--- src/sv/mh_pkg.sv ---
// mh_pkg: shared types, widths and constants for the magnetometer heading block.
// Used by every module of the block and by the port checker.
// No dependencies.
package mh_pkg;

    // CORDIC depth (valid range 8..24) and arctangent table length
    localparam int CORDIC_STAGES = 16;
    localparam int TABLE_LEN     = 24;
    localparam int IDX_W         = $clog2(TABLE_LEN);

    // Datapath widths
    localparam int FIELD_W = 16;             // raw axis reading
    localparam int AXIS_W  = FIELD_W + 1;    // north/west after optional negation
    localparam int FRAC_W  = 16;             // fraction bits of the CORDIC x/y
    localparam int XY_W    = 36;             // holds 2.33 * 2^15 growth plus fraction
    localparam int Z_W     = 26;             // angle, degrees q16, about +-190 deg
    localparam int DECL_W  = 15;
    localparam int DIR_W   = 3;
    localparam int TOT_W   = 33;             // arcminutes q16, signed
    localparam int V_W     = 20;             // (total + half) >> 11
    localparam int RECIP_W = 21;
    localparam int PROD_W  = V_W + RECIP_W;
    localparam int HEAD_W  = 16;

    // Axis direction codes
    localparam logic [DIR_W-1:0] DIR_NORTH = 3'd0;
    localparam logic [DIR_W-1:0] DIR_SOUTH = 3'd1;
    localparam logic [DIR_W-1:0] DIR_WEST  = 3'd2;
    localparam logic [DIR_W-1:0] DIR_EAST  = 3'd3;

    // Configuration register indexes
    localparam logic [1:0] REG_DECL  = 2'd0;
    localparam logic [1:0] REG_X_DIR = 2'd1;
    localparam logic [1:0] REG_Y_DIR = 2'd2;
    localparam logic [1:0] REG_Z_DIR = 2'd3;

    // Reset values of the configuration registers
    localparam logic [DECL_W-1:0] DECL_RESET  = 15'd0;
    localparam logic [DIR_W-1:0]  X_DIR_RESET = 3'd0;
    localparam logic [DIR_W-1:0]  Y_DIR_RESET = 3'd2;
    localparam logic [DIR_W-1:0]  Z_DIR_RESET = 3'd4;

    // Angle and arcminute constants
    localparam logic signed [Z_W-1:0]    ANGLE_90  = 26'sd5898240;      // 90 * 2^16
    localparam logic signed [DECL_W-1:0] DECL_MAX  = 15'sd10800;
    localparam logic signed [DECL_W-1:0] DECL_MIN  = -15'sd10800;
    localparam logic signed [TOT_W-1:0]  TURN_Q16  = 33'sd1415577600;   // 21600 * 2^16
    localparam logic signed [TOT_W-1:0]  HALF_STEP = 33'sd15360;        // half of 30720
    localparam int                       STEP_SHIFT = 11;               // 30720 = 2^11 * 15
    // divide by 15: floor(v * RECIP_M / 2^RECIP_SHIFT), exact for v < 2^20
    localparam logic [RECIP_W-1:0]       RECIP_M     = 21'd1118482;
    localparam int                       RECIP_SHIFT = 24;

    // atan(2^-i) in degrees q16, rounded to nearest
    localparam logic signed [Z_W-1:0] ATAN_TABLE [TABLE_LEN] = '{
        26'sd2949120, 26'sd1740967, 26'sd919879, 26'sd466945,
        26'sd234379,  26'sd117304,  26'sd58666,  26'sd29335,
        26'sd14668,   26'sd7334,    26'sd3667,   26'sd1833,
        26'sd917,     26'sd458,     26'sd229,    26'sd115,
        26'sd57,      26'sd29,      26'sd14,     26'sd7,
        26'sd4,       26'sd2,       26'sd1,      26'sd0
    };

    // Request payloads
    typedef struct packed {
        logic signed [FIELD_W-1:0] field_x;
        logic signed [FIELD_W-1:0] field_y;
        logic signed [FIELD_W-1:0] field_z;
    } in_t;

    typedef struct packed {
        logic [HEAD_W-1:0] heading_deg_q7;
        logic              axis_unmapped;
    } out_t;

    // Data handed from cell to cell
    typedef struct packed {
        logic signed [XY_W-1:0] x;
        logic signed [XY_W-1:0] y;
        logic signed [Z_W-1:0]  z;
        logic                   zero;      // zero vector: angle forced to 0
        logic                   unmapped;
    } cordic_t;

endpackage

--- src/sv/mh_front.sv ---
// mh_front: axis mapping and quadrant pre-rotation, one register stage.
// Depends on mh_pkg.
module mh_front import mh_pkg::*; (
    input  logic                aclk,
    input  logic                aresetn,
    input  logic [DIR_W-1:0]    x_dir,
    input  logic [DIR_W-1:0]    y_dir,
    input  logic [DIR_W-1:0]    z_dir,
    input  logic                in_valid,
    output logic                in_ready,
    input  in_t                 in_data,
    output logic                out_valid,
    input  logic                out_ready,
    output cordic_t             out_data
);

    logic    valid_reg;
    cordic_t data_reg;
    cordic_t data_next;

    // map axes: z first, then y, then x, so x wins on a shared direction
    always_comb begin
        logic [DIR_W-1:0]        dirs [3];
        logic signed [AXIS_W-1:0] vals [3];
        logic signed [AXIS_W-1:0] north;
        logic signed [AXIS_W-1:0] west;
        logic                    has_n;
        logic                    has_w;
        logic signed [XY_W-1:0]  nx;
        logic signed [XY_W-1:0]  wy;
        dirs[0] = z_dir;
        dirs[1] = y_dir;
        dirs[2] = x_dir;
        vals[0] = AXIS_W'(in_data.field_z);
        vals[1] = AXIS_W'(in_data.field_y);
        vals[2] = AXIS_W'(in_data.field_x);
        north = '0;
        west  = '0;
        has_n = 1'b0;
        has_w = 1'b0;
        for (int k = 0; k < 3; k++) begin
            case (dirs[k])
                DIR_NORTH: begin north = vals[k];  has_n = 1'b1; end
                DIR_SOUTH: begin north = -vals[k]; has_n = 1'b1; end
                DIR_WEST:  begin west  = vals[k];  has_w = 1'b1; end
                DIR_EAST:  begin west  = -vals[k]; has_w = 1'b1; end
                default: ;
            endcase
        end

        nx = XY_W'(north) <<< FRAC_W;
        wy = XY_W'(west) <<< FRAC_W;

        // left half plane: rotate by -90 or +90 degrees first
        data_next.x = nx;
        data_next.y = wy;
        data_next.z = '0;
        if (nx < 0) begin
            if (wy >= 0) begin
                data_next.x = wy;
                data_next.y = -nx;
                data_next.z = ANGLE_90;
            end else begin
                data_next.x = -wy;
                data_next.y = nx;
                data_next.z = -ANGLE_90;
            end
        end
        data_next.zero     = (north == '0) && (west == '0);
        data_next.unmapped = !(has_n && has_w);
    end

    assign in_ready = !valid_reg || out_ready;

    always_ff @(posedge aclk) begin
        if (!aresetn) begin
            valid_reg <= 1'b0;
        end else if (in_ready) begin
            valid_reg <= in_valid;
        end
        if (in_ready && in_valid) begin
            data_reg <= data_next;
        end
    end

    assign out_valid = valid_reg;
    assign out_data  = data_reg;

endmodule

--- config.mk ---
export PLATFORM = sky130hd
export DESIGN_NAME = mh_front
export DESIGN_NICKNAME = d
export VERILOG_FILES = /design/src/sv/mh_pkg.sv /design/src/sv/mh_front.sv
export SDC_FILE = /design/constraint.sdc
export NUM_CORES = 1
export LEC_CHECK = 0
export ABC_CLOCK_PERIOD_IN_PS = 4200
export BUFFER_PORTS_ARGS = -buffer_cell sky130_fd_sc_hd__buf_2
export CAP_MARGIN = 20
export CORE_MARGIN = 8
export CORE_UTILIZATION = 53
export DETAILED_ROUTE_END_ITERATION = 8
export PLACE_DENSITY = 0.95
export SYNTH_ARGS = -nofsm -noshare
export SYNTH_HDL_FRONTEND = slang
export SYNTH_SLANG_ARGS = --single-unit
--- constraint.sdc ---
create_clock -name aclk -period 4.2 [get_ports aclk]
set_clock_uncertainty 0.2 [all_clocks]
set_input_delay 0.84 -clock aclk [delete_from_list [all_inputs] [get_ports aclk]]
set_output_delay 0.84 -clock aclk [all_outputs]
set_load 0.005 [all_outputs]
# ---- After elaboration in Yosys (flattened, before gate mapping)
# Index checks and enable logic that the tools add are counted.
dict set report classes {
  eq_ne 9
  mux 14
  add_sub_neg 5
  reduce_logical 19
  n_bitwise 1
  order_cmp 2
}
# operator n
set ops {}
lappend ops {{$pmux W17 S2} 6}
lappend ops {{$mux W98} 2}
lappend ops {{$neg A33 Y36} 2}
lappend ops {{$neg A16 Y17} 3}
lappend ops {{$logic_not A17 Y1} 2}
lappend ops {{$ge A33 B1 Y1 const B} 1}
lappend ops {{$lt A33 B1 Y1 const B} 1}
lappend ops {{$eq A3 B2 Y1 const B} 6}
lappend ops {{$reduce_or A2 Y1} 7}
lappend ops {{$eq A3 B1 Y1 const B} 3}
lappend ops {{$logic_not A3 Y1} 3}
lappend ops {{$mux W1} 6}
lappend ops {{$logic_and A1 B1 Y1} 3}
lappend ops {{$logic_not A1 Y1} 2}
lappend ops {{$reduce_and A2 Y1} 1}
lappend ops {{$logic_or A1 B1 Y1} 1}
lappend ops {{$not A1 Y1} 1}
dict set report word_totals {
  reg_bits 101
  out_inout_bits 102
  elab_cells 58
}

# ---- Logic depth before layout (Yosys ltp)
dict set report logic_depth {
  ltp_word 7
  mapped_depth 15
}

# ---- Worst setup path before layout
# Ideal clock, no wire load.
dict set report synth_path {
  kind {input-to-reg}
  start {in in_data[32] (netlist bit)}
  end {reg data_reg, in the netlist out_data[60] (data pin)}
  path_buffers 1
  required_time_ns 3.741
  setup_ns 0.259
  arrival_time_ns 3.369
  path_slack_ns 0.372
  stages 14
  path_cell_list {inv_1 ha_1 or3b_1 buf_2 o31ai_2 xor2_1 o221ai_1 nand4b_1 nor3_1 nand2_1 nor3_1 ha_1 nand2_1 nand2_1}
}
# element line_no
set synth_rtl {}
lappend synth_rtl {{from (decl)} mh_front.sv:11} ;# input in_t in_data,
lappend synth_rtl {{to (signal assigned)} mh_front.sv:82} ;# data_reg <= data_next;
lappend synth_rtl {{to (decl)} mh_front.sv:18} ;# cordic_t data_reg;

==> impl_results.md <==
* Status: completed
* Setup crit start: in_data[8]
* Sum Neg Setup Slack at 0 ns
* Fin worst setup slack at 0.335 ns
* DRT Pass-1 Iters at 5
* Synth unique cells at 74
* Synth Area in Compound Gates at 0.222
* Finished Core Util at 0.625
* CORE AREA at 9150 µm²
* Initial antenna violation count at 0
* H-tree lvl count at 2
* FF/Latch Area at 1370 µm²
* Hold Buf Count CTS at 0
* Met3 Use GR at 0.0532
* Crit path to: out_data[60]
* Final Non-Filler Cells at 829
* Critical path's largest stage delay at 0.66 ns
* Root Driver: clkbuf_8
* R2R Setup Slk at 2.39 ns
* WS Path Type: in -> reg
* Post-Synth XOR/XNOR Area at 0.109
* Die area at 12700 µm²
* Antenna Cells at 0
* Critical Path Start Type: primary input
* F_max at 259 MHz
* Cell depth of the worst setup path at 13
* Post-synth ARST share at 0
* Critical path buffer and inverter count at 1
* Cts repair resizes at 0
* CTS Buffer Depth at 2
* Critical Path RT at 4.05 ns
* # setup viols final at 0
* Nature of the critical path endpoint: flop
* Max_slew headroom at 0.354
* CP dominant cell by count: nand2_1
* Vias in the first global route at 4799
* CTS buffer count at 5
* Placed Cells at 821
* Main combinational cell family by area after synthesis: simple AND/OR/NAND/NOR gates
* Met1 Use GR at 0.268
* Ports at 163
* Dpl hpwl at 11800 µm
* Die extent in y at 113 µm
* Grt total ovfl at 0
* Slowest-stage cell, CP: or4_1
* Pleak at 2.34 nW
* Worst-Skew Late Latency at 0.30 ns
* Worst Max-Slew Pin Slew at 0.969 ns
* Final Slew Violations at 0
* Dominant synthesized flop cell: edfxtp_1
* Max VDD drop at 0.000182 V
* Power per standard cell area at 285 nW/µm²
* RR Startpoint: out_valid
* Hold depth at 2
* Total Wirelength at 14300 µm
* Max-Cap Viols at 0
* Routed Antenna Nets at 0
* Pre-CTS WS at 0.0731 ns
* Mapped Area at 4970 µm²
* Grt peak-use layer: met2
* Area delta synth->final at 15.2%
* Vias per inst at 6.05
* Post-synth EDFFs at 45
* Post-synthesis mux area share at 0.0232
* Footprint of the multi-input gates at 3180 µm²
* Endpoints failing hold at 0
* CP delay by family, top: simple AND/OR/NAND/NOR gates
* Cell Chain, Critical Path: buf_2 > or4_1 > o41ai_1 > xor2_1 > nor2_1 > nor3_1 > nand4b_1 > nor2_1 > nand2_1 > nor3_1 > ha_1 > nand2_1 > nand2_1
* Register clock-pin slew on the reported worst setup and hold paths at 0.08 ns
* Sink Count at 46
* First-pass GRT wire length at 23100 µm
* # nets final at 784
* Gpl congestion at 1.00
* Critical path fanouts, max at 6
* Adder-cell share of the synthesized area at 0.0151
* Synthesized instance count at 599
* CTS tree: built
* R2R Path End: out_data[96]
* Initial Utilization at 0.543
* CP Data Arrival Time at 3.72 ns
* RSZ-0062 raised after global routing: no
* Seq/Total Area, Yosys at 0.276
* Period Utilization, post-route at 0.920
* Starting DRC count in detailed routing at 507
* Avg WL per Cell at 17.3 µm
* Flops & latches, synth at 46
* Yosys warnings at 0
* Fillers at 773
* Total Power at 1.63 mW
* Simple-Gate Fraction of Synth Area at 0.230
* DRC viols at 0
* Largest net degree at the start of global routing at 46
* Tot GR Track Use at 0.219
* Share of cells above drive strength 1 at 0.265
* Mean Syn Cell Area at 8.29 µm²
* Row cnt at 35
* R2R depth at 2
* Via count at 5013
* Tmin final at 3.86 ns
* Grt met2 use at 0.363
* HP Class: reg -> reg
* Post-CTS Setup Bufs at 0
* # port buffers at 113
* Die Wd at 113 µm
layout by cell type, fill, tap and decap left out, drive strengths merged, types with 13 or more instances in the layout:
cell type and count:
buf 145, nor2 53, conb 53, edfxtp 45
nand2 44, xnor2 35, a21oi 33, o21ai 31
xor2 27, nand3 19, inv 18, nor2b 15
o41ai 14, o31ai 13
power breakdown:
group | internal, mW | switching (mW)
clock | 0.254 | 0.140
sequential | 0.575 | 0.0118
combinational | 0.264 | 0.386
total | 1.09 | 0.537
per-layer routing:
layer,vias up,routed length (µm)
met3,42,1630
met5,-,0
li1,2349,-
met1,2289,5690
met2,333,6570
met4,0,433
worst min-delay path, cell delays in order, from the launching register on:
cell and delay, ns:
dfxtp_1 0.31, nand2b_1 0.09, a21boi_0 0.09
logic make-up after synthesis:
family                     after synthesis
buffers and inverters                  104
xor gates and xnor gates                62
DFF                                     46
adders and majority gates                6
and+or+nand+nor                        215
muxes                                   11
other                                    1
AOI/OAI and AO/OA                      154
synth_stat cells, types with 10 or more instances:
cell | number | area (µm²)
buf_4 | 55 | 413
edfxtp_1 | 45 | 1350
clkbuf_1 | 21 | 78.8
o41ai_1 | 14 | 123
nand3_1 | 19 | 95.1
nor3_1 | 12 | 60.1
nor2_1 | 53 | 199
o21ai_0 | 26 | 130
nand2_1 | 44 | 165
nand2b_1 | 10 | 62.6
or3_1 | 10 | 62.6
a21oi_1 | 33 | 165
inv_1 | 17 | 63.8
nor2b_1 | 15 | 93.8
xor2_1 | 27 | 236
xnor2_1 | 35 | 307
a31oi_1 | 12 | 75.1
flip-flops by register name (all words and copies together), names as in the netlist:
name and count:
out_valid 1, out_data 45
area by class of cell:
class | count | area share
clock buffers | 6 | 0.0144
flip-flops and latches | 46 | 0.240
clock inverters | 2 | 0.0105
well taps | 111 | 0.0243
repair buffers | 145 | 0.143
inverters | 18 | 0.0118
multi-input cells | 501 | 0.556
stage by stage:
step           hold WS (ns)  instance area (µm²)
2_1_floorplan         0.337                 5160
5_1_grt               0.388                 5720
6_report              0.345                 5720
4_1_cts               0.341                 5720
3_3_place_gp          0.304                 5580
3_5_place_dp          0.329                 5580
worst min-delay path by stage:
stage               startpoint         to  slack [ns]
floorplan            out_valid  out_valid        0.34
global placement     out_valid  out_valid        0.30
detailed placement   out_valid  out_valid        0.33
CTS                  out_valid  out_valid        0.34
global route         out_valid  out_valid        0.39
finish               out_valid  out_valid        0.34
Note: power is estimated with default switching activity, not from simulation.
