<file path="src/sv/mh_pkg.sv">
// mh_pkg: shared types, widths and constants for the magnetometer heading block.
// Used by every module of the block and by the port checker.
// No dependencies.
package mh_pkg;

    // CORDIC depth (valid range 8..24) and arctangent table length
    localparam int CORDIC_STAGES = 16;
    localparam int TABLE_LEN     = 24;
    localparam int IDX_W         = $clog2(TABLE_LEN);

    // Datapath widths
    localparam int FIELD_W = 16;             // raw axis reading
    localparam int AXIS_W  = FIELD_W + 1;    // north/west after optional negation
    localparam int FRAC_W  = 16;             // fraction bits of the CORDIC x/y
    localparam int XY_W    = 36;             // holds 2.33 * 2^15 growth plus fraction
    localparam int Z_W     = 26;             // angle, degrees q16, about +-190 deg
    localparam int DECL_W  = 15;
    localparam int DIR_W   = 3;
    localparam int TOT_W   = 33;             // arcminutes q16, signed
    localparam int V_W     = 20;             // (total + half) >> 11
    localparam int RECIP_W = 21;
    localparam int PROD_W  = V_W + RECIP_W;
    localparam int HEAD_W  = 16;

    // Axis direction codes
    localparam logic [DIR_W-1:0] DIR_NORTH = 3'd0;
    localparam logic [DIR_W-1:0] DIR_SOUTH = 3'd1;
    localparam logic [DIR_W-1:0] DIR_WEST  = 3'd2;
    localparam logic [DIR_W-1:0] DIR_EAST  = 3'd3;

    // Configuration register indexes
    localparam logic [1:0] REG_DECL  = 2'd0;
    localparam logic [1:0] REG_X_DIR = 2'd1;
    localparam logic [1:0] REG_Y_DIR = 2'd2;
    localparam logic [1:0] REG_Z_DIR = 2'd3;

    // Reset values of the configuration registers
    localparam logic [DECL_W-1:0] DECL_RESET  = 15'd0;
    localparam logic [DIR_W-1:0]  X_DIR_RESET = 3'd0;
    localparam logic [DIR_W-1:0]  Y_DIR_RESET = 3'd2;
    localparam logic [DIR_W-1:0]  Z_DIR_RESET = 3'd4;

    // Angle and arcminute constants
    localparam logic signed [Z_W-1:0]    ANGLE_90  = 26'sd5898240;      // 90 * 2^16
    localparam logic signed [DECL_W-1:0] DECL_MAX  = 15'sd10800;
    localparam logic signed [DECL_W-1:0] DECL_MIN  = -15'sd10800;
    localparam logic signed [TOT_W-1:0]  TURN_Q16  = 33'sd1415577600;   // 21600 * 2^16
    localparam logic signed [TOT_W-1:0]  HALF_STEP = 33'sd15360;        // half of 30720
    localparam int                       STEP_SHIFT = 11;               // 30720 = 2^11 * 15
    // divide by 15: floor(v * RECIP_M / 2^RECIP_SHIFT), exact for v < 2^20
    localparam logic [RECIP_W-1:0]       RECIP_M     = 21'd1118482;
    localparam int                       RECIP_SHIFT = 24;

    // atan(2^-i) in degrees q16, rounded to nearest
    localparam logic signed [Z_W-1:0] ATAN_TABLE [TABLE_LEN] = '{
        26'sd2949120, 26'sd1740967, 26'sd919879, 26'sd466945,
        26'sd234379,  26'sd117304,  26'sd58666,  26'sd29335,
        26'sd14668,   26'sd7334,    26'sd3667,   26'sd1833,
        26'sd917,     26'sd458,     26'sd229,    26'sd115,
        26'sd57,      26'sd29,      26'sd14,     26'sd7,
        26'sd4,       26'sd2,       26'sd1,      26'sd0
    };

    // Request payloads
    typedef struct packed {
        logic signed [FIELD_W-1:0] field_x;
        logic signed [FIELD_W-1:0] field_y;
        logic signed [FIELD_W-1:0] field_z;
    } in_t;

    typedef struct packed {
        logic [HEAD_W-1:0] heading_deg_q7;
        logic              axis_unmapped;
    } out_t;

    // Data handed from cell to cell
    typedef struct packed {
        logic signed [XY_W-1:0] x;
        logic signed [XY_W-1:0] y;
        logic signed [Z_W-1:0]  z;
        logic                   zero;      // zero vector: angle forced to 0
        logic                   unmapped;
    } cordic_t;

endpackage

</file>
<file path="src/sv/mh_back.sv">
// mh_back: declination add, turn wrap and scaling to degrees q7 (three stages).
// Depends on mh_pkg.
module mh_back import mh_pkg::*; (
    input  logic              aclk,
    input  logic              aresetn,
    input  logic [DECL_W-1:0] decl_raw,
    input  logic              in_valid,
    output logic              in_ready,
    input  cordic_t           in_data,
    output logic              out_valid,
    input  logic              out_ready,
    output out_t              out_data
);

    logic                    v1_reg, v2_reg, v3_reg;
    logic                    r1, r2, r3;
    logic signed [TOT_W-1:0] total_reg;
    logic signed [TOT_W-1:0] total_next;
    logic [V_W-1:0]          steps_reg;
    logic [V_W-1:0]          steps_next;
    logic [PROD_W-1:0]       prod_reg;
    logic                    unm1_reg, unm2_reg, unm3_reg;

    // stage 1: angle in arcminutes q16 plus saturated declination
    always_comb begin
        logic signed [DECL_W-1:0] decl;
        logic signed [Z_W-1:0]    ang;
        decl = signed'(decl_raw);
        if (decl > DECL_MAX) begin
            decl = DECL_MAX;
        end else if (decl < DECL_MIN) begin
            decl = DECL_MIN;
        end
        ang = in_data.zero ? '0 : in_data.z;
        total_next = TOT_W'(ang) * 33'sd60 + (TOT_W'(decl) <<< FRAC_W);
    end

    // stage 2: wrap into one turn, clamp, round and drop 2^11
    always_comb begin
        logic signed [TOT_W-1:0] t;
        logic signed [TOT_W-1:0] t_round;
        t = total_reg;
        if (t < 0) begin
            t = t + TURN_Q16;
        end
        if (t > TURN_Q16) begin
            t = t - TURN_Q16;
        end
        if (t < 0) begin
            t = '0;
        end
        if (t > TURN_Q16) begin
            t = TURN_Q16;
        end
        t_round    = t + HALF_STEP;
        steps_next = t_round[STEP_SHIFT +: V_W];
    end

    // valid/ready chain, each stage takes data when it is empty or draining
    assign r3       = !v3_reg || out_ready;
    assign r2       = !v2_reg || r3;
    assign r1       = !v1_reg || r2;
    assign in_ready = r1;

    always_ff @(posedge aclk) begin
        if (!aresetn) begin
            v1_reg <= 1'b0;
            v2_reg <= 1'b0;
            v3_reg <= 1'b0;
        end else begin
            if (r1) v1_reg <= in_valid;
            if (r2) v2_reg <= v1_reg;
            if (r3) v3_reg <= v2_reg;
        end
        if (r1 && in_valid) begin
            total_reg <= total_next;
            unm1_reg  <= in_data.unmapped;
        end
        if (r2 && v1_reg) begin
            steps_reg <= steps_next;
            unm2_reg  <= unm1_reg;
        end
        // stage 3: divide by 15 through the reciprocal product
        if (r3 && v2_reg) begin
            prod_reg <= PROD_W'(steps_reg) * PROD_W'(RECIP_M);
            unm3_reg <= unm2_reg;
        end
    end

    assign out_valid                = v3_reg;
    assign out_data.heading_deg_q7  = prod_reg[RECIP_SHIFT +: HEAD_W];
    assign out_data.axis_unmapped   = unm3_reg;

endmodule

</file>
<file path="config.mk">
export PLATFORM = sky130hd
export DESIGN_NAME = mh_back
export DESIGN_NICKNAME = d
export VERILOG_FILES = /design/src/sv/mh_pkg.sv /design/src/sv/mh_back.sv
export SDC_FILE = /design/constraint.sdc
export NUM_CORES = 1
export LEC_CHECK = 0
export BUFFER_PORTS_ARGS = -buffer_cell sky130_fd_sc_hd__buf_2
export CAP_MARGIN = 20
export CORE_MARGIN = 5
export CORE_UTILIZATION = 25
export CTS_BUF_LIST = sky130_fd_sc_hd__clkbuf_16
export CTS_CLUSTER_SIZE = 16
export DETAILED_ROUTE_END_ITERATION = 6
export PLACE_DENSITY = 0.46
export SYNTH_ARGS = -nofsm -noshare
export SYNTH_HDL_FRONTEND = slang
export SYNTH_SLANG_ARGS = --single-unit
</file>
<file path="constraint.sdc">
create_clock -name aclk -period 11 [get_ports aclk]
set_input_delay 2.2 -clock aclk [delete_from_list [all_inputs] [get_ports aclk]]
set_output_delay 2.2 -clock aclk [all_outputs]
set_load 0.01 [all_outputs]
</file>
* Word-level counts from Yosys, hierarchy flattened
Index checks and enable logic that the tools add are counted.
** Word-level totals
- Register bits :: 98
- Input port bits :: 119
- Output and inout bits :: 19
- Word-level logic and storage cells :: 37
** Cells by class
- Add/sub/neg operators :: 4
- $mul :: 2
- Order comparisons :: 6
- Mux-type cells :: 7
- Reductions and logical operators :: 9
** Operators with widths (count)
- $mux 33 :: 3
- $gt 33x32->1 const B :: 2
- $lt 33x1->1 const B :: 2
- $mul 20x20->39 const B :: 1
- $add 33x31->33 :: 1
- $add 33x32->33 const B :: 1
- $sub 33x32->33 const B :: 1
- $add 31x15->31 const B :: 1
- $mul 26x5->31 const B :: 1
- $mux 31 :: 1
- $mux 15 :: 2
- $mux 26 :: 1
- $gt 15x15->1 const B :: 1
- $lt 15x15->1 const B :: 1
- $logic_and 1x1->1 :: 3
- $logic_not 1->1 :: 3
- $logic_or 1x1->1 :: 3

* Logic depth before layout (Yosys ltp)
Gate-level depths: netlist (run 1).
- Depth after elaboration :: 9
- Gate-level depth with buffers :: 29
- Gate-level depth less buffers :: 28

* Worst setup path after synthesis (run 1)
Ideal clock, no wire load.
- Kind :: in2reg
- From :: input in_data[1] (netlist bit)
- To :: register total_reg[32], data pin
- Library setup time :: 260 ps
- Data arrival time :: 8049 ps
- Required time :: 10740 ps
- Path slack :: 2691 ps
- Stages on the path :: 28
- Path buffers :: 1
- Cell sequence :: clkbuf_1 > nor2b_1 > ha_1 > inv_1 > fa_1 > fa_1 > inv_1 > ha_1 > a21o_1 > a21o_1 > a2111oi_0 > o31ai_1 > a21oi_1 > o21bai_1 > a21oi_1 > xnor2_1 > ha_1 > fa_1 > a21o_1 > a21oi_1 > o21a_1 > o31ai_1 > o41ai_1 > o21ai_0 > o21ai_0 > nand2b_1 > xnor2_1 > xnor2_1
** Between the ends
- Cells in the longest elaborated chain, start to end :: 3
** Ends and longest elaborated chain
- start, declared :: line mh_back.sv:9 : input cordic_t in_data,
- $mux 26 :: line mh_back.sv:34 : ang = in_data.zero ? '0 : in_data.z;
- $mul 26x5->31 :: line mh_back.sv:35 : total_next = TOT_W'(ang) * 33'sd60 + (TOT_W'(decl) <<< FRAC_W);
- $add 33x31->33 :: line mh_back.sv:35
- named net total_next[32] :: line mh_back.sv:18 : logic signed [TOT_W-1:0] total_next;
- end signal, assigned :: line mh_back.sv:76 : total_reg <= total_next;
- end, declared :: line mh_back.sv:17 : logic signed [TOT_W-1:0] total_reg;
The timed path passes the listed nets, and every way through them passes these cells.
A chain may end at the register's enable or synchronous reset.

* Worst setup path after layout (run 1)
Same ends and word-level chain as after synthesis.

==> impl_metrics.tcl, run 1 <==
set metrics [dict create \
    grt_pass1_vias 8909 \
    clk_path_buf_depth 2 \
    synthFlopType "edfxtp_1" \
    dieArea_sq_um 50500 \
    antenna_cells 0 \
    setup.worst_path.start_class "input pin" \
    antenna_found_initial 0 \
    hold_path_depth 0 \
    ys_seq_elements 73 \
    tns_ns 0 \
    fmax_ghz 0.114 \
    yosys.area_share.simple_pct 13.2 \
    io_pins 138 \
    setup_viol 0 \
    outcome "finished clean" \
    final_common_cell "inv_1" \
    reg2reg_depth 19 \
    synth_edf_count 70 \
    grt_overflow 0 \
    finalClockSkew_ns 0.0103 \
    syn_area_per_cell_sq_um 9.34 \
    grt_max_degree 33 \
    grt_pass1_wl_um 41900 \
    maxCapViolCount 0 \
    final_cells 1901 \
    dp.cells 1885 \
    cts_resized 0 \
    synth-seq-area-share_pct 18.8 \
    via_count 8447 \
    slew_violations 0 \
    start_util_pct 25.3 \
    synth_compound_area_share_pct 14.6 \
    rsz0062_at_grt "no" \
    cts_sinks 73 \
    synth_cell_types 85 \
    io_buffers 65 \
    drc_errors 0 \
    cts_setup_buffers 0 \
    htree_levels 3 \
    drt-total-wl_um 23500 \
    fin_ws_ns 2.26 \
    crit_path_end_kind "flip-flop" \
    cts_tree "built" \
    crit_required_ns 11.10 \
    hold_viol_final 0 \
    wl_per_cell_um 12.4 \
    cts.reportedPaths.clkPinSlew_ns 0.07 \
    clock_latency_ns 0.35 \
    nNetsFinal 1707 \
    areaGrowthSynthToFinish_pct 11.5 \
    synth-adder-area-share_pct 37.0 \
    synth_top_family_by_area "adder cells" \
    gp_congestion 0.819 \
    yosys.area_share.xor_xnor_pct 7.19 \
    largest_reg_flops 31 \
    final_cell_mix "inv_1, ha_1, fa_1" \
    dp_hpwl_um 20500 \
    chipHeight_um 225 \
    final_area_sq_um 12800 \
    dpl_cell_area_sq_um 12600 \
    vias_per_cell 4.44 \
    holdBufCountCts 0 \
    worstHoldPathType "reg -> reg" \
    rows 78 \
    dpl_worst_slack_ns 1.78 \
    cp_max_fo 26 \
    path_class "in -> reg" \
    cts-root-buf "clkbuf_16" \
    ant_nets 0 \
    coreArea_sq_um 45500 \
    muxShareOfSynthArea_pct 0.358 \
    cp_data_arrival_time_ns 8.84 \
    drt-initial-drc-count 283 \
    synthCells 1234 \
    fin_crit_ns 8.74 \
    worstMarginPinSlew_ns 0.757 \
    grt_usage_pct 9.74 \
    synthesis.nets 1645 \
    syn_area_sq_um 11500 \
    drive_above_1_share_pct 8.69 \
    ys_warn_count 0 \
    min_period_over_period_pct 79.5 \
    firstDrtPassIters 5 \
    die_width_um 225 \
    numCtsBuffers 9 \
    slew_headroom_pct 49.3 \
    async_flop_share_pct 0 \
]
## stage by stage
step / utilization, % / hold WS [ns]
6_report: 28.3 / 0.420
5_1_grt: 28.3 / 0.439
4_1_cts: 28.3 / 0.423
3_5_place_dp: 27.6 / 0.411
3_3_place_gp: 27.6 / 0.402
2_1_floorplan: - / 0.400
## Yosys cell counts (4+ instances only)
| cell type | number | area [sq um] |
|---|---|---|
| o22ai_1 | 4 | 25.0 |
| xor2_1 | 26 | 228 |
| inv_1 | 246 | 923 |
| ha_1 | 210 | 2630 |
| a211o_1 | 4 | 35.0 |
| and3_1 | 8 | 50.1 |
| or3_1 | 8 | 50.1 |
| a21boi_0 | 5 | 37.5 |
| nand3_1 | 35 | 175 |
| buf_2 | 8 | 40.0 |
| and2_1 | 26 | 163 |
| a31oi_1 | 11 | 68.8 |
| nor4_1 | 11 | 68.8 |
| o21a_1 | 16 | 120 |
| nand2b_1 | 37 | 231 |
| clkbuf_1 | 6 | 22.5 |
| fa_1 | 82 | 1640 |
| a21oi_1 | 46 | 230 |
| a211oi_1 | 12 | 90.1 |
| nand2_1 | 36 | 135 |
| nor2_1 | 41 | 154 |
| o21ai_0 | 36 | 180 |
| nand4_1 | 14 | 87.6 |
| xnor2_1 | 63 | 552 |
| edfxtp_1 | 70 | 2100 |
| o2111ai_1 | 9 | 78.8 |
| nor2b_1 | 14 | 87.6 |
| o31ai_1 | 12 | 90.1 |
| a21o_1 | 16 | 120 |
| nor3_1 | 26 | 130 |
| o211ai_1 | 8 | 60.1 |
| o21bai_1 | 7 | 52.6 |
## cells by family after synthesis
| kind of cell | after synthesis |
|---|---|
| simple gates | 276 |
| buf+inv | 265 |
| flops | 73 |
| fa+ha+maj | 292 |
| xor+xnor | 92 |
| mux | 4 |
| compound gates | 232 |
## path summary, 6_finish.rpt
check	from	endpoint	slack (ns)
setup / recovery	in_data[1]	total_reg[32]	2.26
hold / removal	unm1_reg	unm2_reg	0.42
setup reg to reg	total_reg[32]	steps_reg[11]	5.02
hold reg to reg	unm1_reg	unm2_reg	0.42
## routing by layer
metal  global-route usage [%]  routed length (um)  vias to the layer above
met1                     13.4               11900                     3898
li1                         -                   -                     4412
met5                        0                   0                        -
met4                     2.02                 269                        0
met2                     16.3               10600                      121
met3                     1.46                 745                       16
## worst max-delay path, stage by stage
cell,delay (ns)
buf_2,0.22
nor2b_1,0.30
ha_1,0.29
inv_1,0.07
fa_1,0.44
fa_1,0.51
inv_1,0.04
ha_1,0.33
a21o_1,0.17
a21o_1,0.20
a2111oi_0,0.56
o31ai_1,0.15
a21oi_1,0.24
o21bai_1,0.09
a21oi_1,0.21
xnor2_1,0.10
ha_1,0.21
fa_1,0.40
a21o_1,0.19
a21oi_1,0.27
o21a_1,0.19
o31ai_1,0.11
o41ai_1,0.53
o21ai_0,0.23
o21ai_0,0.18
nand2b_1,0.08
xnor2_1,0.19
xnor2_1,0.10
## final cells by class
class / count / area, sq um
inverters: 246 / 923
multi-input cells: 896 / 8350
well taps: 600 / 751
clock inverters: 7 / 71.3
fillers: 4905 / 32600
clock buffers: 9 / 225
repair buffers: 70 / 363
flip-flops and latches: 73 / 2160
Power of run 1 is not shown: default switching activity piles up to over one toggle a cycle in this logic, so the estimate is an artifact.
==> inputs of run 2 (changes only) <==
- PLACE_DENSITY: 0.46 -> 0.47
- clock period: 11 -> 7.6 ns (I/O delays scaled with it)
==> run 2 against run 1 <==
Effect of this change: design area increased by 2.1%; register-to-register slack got worse by 3.3 ns; routed wire length increased by 1.4%; die area unchanged; clock skew about the same.
==> impl_metrics.tcl, run 2 (synthesized netlist as in run 1, its figures left out) <==
set metrics [dict create \
    antenna_cells 0 \
    path_class "in -> reg" \
    endpoint "total_reg[32]" \
    clock_latency_ns 0.34 \
    die_width_um 225 \
    grt_max_degree 33 \
    htree_levels 3 \
    drc_errors 0 \
    multi_input_area_sq_um 8390 \
    final_cell_mix "inv_1, ha_1, fa_1" \
    drt-initial-drc-count 377 \
    vias_per_cell 4.39 \
    worstMarginPinSlew_ns 0.728 \
    gp_congestion 0.796 \
    via_count 8480 \
    worstHoldPathType "reg -> reg" \
    fillCellCount 4916 \
    cp_data_arrival_time_ns 7.26 \
    cts.reportedPaths.clkPinSlew_ns 0.06 \
    seqCellArea_sq_um 2160 \
    nNetsFinal 1736 \
    maxCapViolCount 0 \
    final_area_sq_um 13100 \
    slew_violations 0 \
    finalClockSkew_ns 0.00985 \
    ant_nets 0 \
    crit_start "in_data[1]" \
    antenna_found_initial 0 \
    rsz0062_at_grt "no" \
    grt_pass1_vias 8735 \
    grt_usage_pct 9.65 \
    numCtsBuffers 9 \
    chipHeight_um 225 \
    setup_viol 0 \
    dp_hpwl_um 20900 \
    clk_path_buf_depth 2 \
    cp_max_fo 13 \
    fin_crit_ns 7.16 \
    cts_sinks 73 \
    coreArea_sq_um 45500 \
    whs_ns 0.426 \
    io_pins 138 \
    holdBufCountCts 0 \
    hold_path_depth 0 \
    crit_path_end_kind "flip-flop" \
    fmax_ghz 0.140 \
    start_util_pct 25.3 \
    rows 78 \
    slowest_delay_ns 0.47 \
    areaGrowthSynthToFinish_pct 13.8 \
    firstDrtPassIters 5 \
    drive_above_1_share_pct 11.3 \
    setup.worst_path.start_class "input pin" \
    cts_resized 0 \
    min_period_over_period_pct 94.2 \
    final_common_cell "inv_1" \
    slew_headroom_pct 51.3 \
    reg2reg_depth 18 \
    cts_setup_buffers 0 \
    cts-root-buf "clkbuf_16" \
    drt-total-wl_um 23800 \
    crit_required_ns 7.70 \
    hold_viol_final 0 \
    grt_overflow 0 \
    cts_tree "built" \
    r2r_end "prod_reg[39]" \
    crit_slowest_cell "fa_1" \
    io_buffers 65 \
    wl_per_cell_um 12.3 \
    r2r_setup_slack_ns 1.68 \
    outcome "finished clean" \
    grt_pass1_wl_um 41600 \
    largest_reg_flops 31 \
    dieArea_sq_um 50500 \
    dpl_cell_area_sq_um 12800 \
    r2r-start "steps_reg[6]" \
]
==> run 2: changes by cell type in the layout (fill, tap and decap cells not counted), moves of 2 or more <==
cell     change
nor2b_1      -3
a21oi_2      +2
buf_4       +29
a21oi_1      -2
nor2b_2      +3
==> run 2: how the worst min path moves through the flow <==
stage	startpoint	to	slack, ns
2_1_floorplan	unm1_reg	unm2_reg	0.40
3_3_place_gp	unm1_reg	unm2_reg	0.40
3_5_place_dp	unm1_reg	unm2_reg	0.41
4_1_cts	unm1_reg	unm2_reg	0.43
5_1_grt	unm2_reg	unm3_reg	0.43
6_report	unm2_reg	unm3_reg	0.43
==> run 2: routing by layer <==
layer  GRT usage [%]  routed length (um)
met2            16.3               11000
met5               0                   0
met3            1.29                 717
met4            1.53                 139
met1            13.5               12000
==> run 2: final cells by class <==
| cell class | count | area share, % |
|---|---|---|
| Clock buffer | 9 | 1.72 |
| Clock inverter | 7 | 0.639 |
| Inverter | 246 | 7.04 |
| Multi-Input combinational cell | 896 | 64.0 |
| Sequential cell | 73 | 16.5 |
| Tap cell | 600 | 5.72 |
| Timing Repair Buffer | 99 | 4.44 |
==> run 2: per-stage QoR <==
step	std cells	TNS, ns	setup slack [ns]	utilization, %
6_report	1930	0	0.442	28.8
3_3_place_gp	1914	-0.220	-0.157	28.1
2_1_floorplan	1234	0	0.118	-
4_1_cts	1930	0	0.179	28.8
5_1_grt	1930	0	0.0160	28.8
3_5_place_dp	1914	-0.406	-0.199	28.1
==> run 2: worst max-delay path: cells and delay by family <==
kind	cells	cell delay (ns)
simple gates	2	0.26
compound gates	14	2.61
fa+ha+maj	6	2.04
xor+xnor	3	0.36
buf+inv	4	0.46
Power of run 2 is left out for the same reason.
==> inputs of run 3 (changes only) <==
==> constraint.sdc (replaced) <==
create_clock -name aclk -period 7.6 [get_ports aclk]
set_input_delay 1.14 -clock aclk [delete_from_list [all_inputs] [get_ports aclk]]
set_output_delay 1.14 -clock aclk [all_outputs]
set_load 0.01 [all_outputs]
==> run 3 against run 2 <==
Effect of this change: cell count shrank 1.1%; design area shrank 1.4%; critical endpoint unchanged; largest cell class unchanged; sequential cell count unchanged; clock skew is 0.0012 ns higher; worst setup slack gained 0.17 ns; count of clock-buffer cells in the layout stayed put; maximum frequency rose by 2.5%; core utilization fell by 0.41 points.
==> impl_metrics.tcl, run 3 (synthesized netlist as in run 1, its figures left out) <==
set metrics [dict create \
    finalCoreUtilization_pct 28.4 \
    die_width_um 225 \
    path_class "in -> reg" \
    cts-root-buf "clkbuf_16" \
    nNetsFinal 1715 \
    largest_reg_flops 31 \
    grt_max_degree 33 \
    cts_setup_buffers 0 \
    htree_levels 3 \
    grt_usage_pct 9.55 \
    fin_crit_ns 6.99 \
    slew_headroom_pct 51.5 \
    final_cell_mix "inv_1, ha_1, fa_1" \
    holdBufCountCts 0 \
    cp_data_arrival_time_ns 7.07 \
    grt_overflow 0 \
    outcome "finished clean" \
    io_pins 138 \
    rows 78 \
    antenna_cells 0 \
    dp.cells 1893 \
    setup.worst_path.start_class "input pin" \
    antenna_found_initial 0 \
    gp_congestion 0.813 \
    grt_pass1_wl_um 41300 \
    cts.reportedPaths.clkPinSlew_ns 0.06 \
    cp_max_fo 13 \
    cts_tree "built" \
    vias_per_cell 4.42 \
    io_buffers 65 \
    crit_path_end_kind "flip-flop" \
    finalClockSkew_ns 0.0111 \
    min_period_over_period_pct 91.9 \
    hold_viol_final 0 \
    final_common_cell "inv_1" \
    cts_sinks 73 \
    drive_above_1_share_pct 9.32 \
    final_cells 1909 \
    drc_errors 0 \
    ant_nets 0 \
    dieArea_sq_um 50500 \
    areaGrowthSynthToFinish_pct 12.2 \
    cts_resized 0 \
    clock_latency_ns 0.34 \
    via_count 8446 \
    maxCapViolCount 0 \
    setup_viol 0 \
    worstMarginPinSlew_ns 0.722 \
    firstDrtPassIters 4 \
    worstHoldPathType "reg -> reg" \
    start_util_pct 25.3 \
    dp_hpwl_um 20400 \
    drt-total-wl_um 23500 \
    fmax_ghz 0.143 \
    chipHeight_um 225 \
    drt-initial-drc-count 246 \
    clk_path_buf_depth 2 \
    coreArea_sq_um 45500 \
    wl_per_cell_um 12.3 \
    numCtsBuffers 9 \
    slew_violations 0 \
    grt_pass1_vias 8705 \
    crit_required_ns 7.69 \
]
run 3: changes by cell type in the layout (fill, tap and decap cells not counted):
cell | before | now
buf_4 | 34 | 13
nor2b_1 | 11 | 14
nor2b_2 | 3 | 0
a21oi_1 | 44 | 46
a21oi_2 | 3 | 1
a2111oi_1 | 1 | 2
a2111oi_2 | 1 | 0
a41oi_1 | 2 | 3
a41oi_2 | 1 | 0
buf_2 | 64 | 65
clkbuf_4 | 1 | 0
run 3: metrics by stage:
step	setup slack (ns)	TNS [ns]	cell area [sq um]	hold WS, ns
detailed placement	0.0959	0	12600	0.407
finish	0.614	0	12900	0.423
CTS	0.462	0	12900	0.423
floorplan	0.351	0	11500	0.400
global placement	0.0928	0	12600	0.403
global route	-0.00825	-0.00825	12900	0.435
run 3: area by class of cell:
class | count | area, sq um
Fill cell | 4869 | 32500
Multi-Input combinational cell | 896 | 8360
Sequential cell | 73 | 2160
Inverter | 246 | 923
Tap cell | 600 | 751
Timing Repair Buffer | 78 | 423
Clock buffer | 9 | 225
Clock inverter | 7 | 83.8
run 3: routing by layer:
layer	wire, um	part of all wire (%)	up-vias	track usage (%)
li1	-	-	4409	-
met1	12000	51	3909	13.5
met2	10600	45	117	15.9
met3	728	3.1	11	1.37
met4	168	0.71	0	1.39
met5	0	0	-	0
run 3: worst paths after layout:
check | startpoint | slack, ns | end | cells past startpoint
worst max-delay path | in_data[1] | 0.61 | total_reg[32] | 27
worst min-delay path | unm2_reg | 0.42 | unm3_reg | 0
worst max register to register | total_reg[21] | 1.66 | steps_reg[11] | 20
worst min register to register | unm2_reg | 0.42 | unm3_reg | 0
run 3: worst max-delay path, stage by stage:
cell       delay (ns)
buf_2            0.23
nand2b_1         0.20
inv_1            0.11
ha_1             0.28
inv_1            0.05
fa_1             0.49
inv_1            0.05
fa_1             0.46
ha_1             0.40
a21oi_1          0.28
nand2_1          0.14
a221o_1          0.32
o2111ai_1        0.27
a31oi_1          0.20
a41oi_1          0.34
a21oi_1          0.15
a211oi_1         0.31
nor2b_1          0.20
xnor2_1          0.13
ha_1             0.31
and2_1           0.20
o21ai_0          0.14
o21ai_0          0.13
o21ai_0          0.17
nand2b_1         0.08
xnor2_1          0.19
xnor2_1          0.10
Power of run 3 is left out for the same reason.
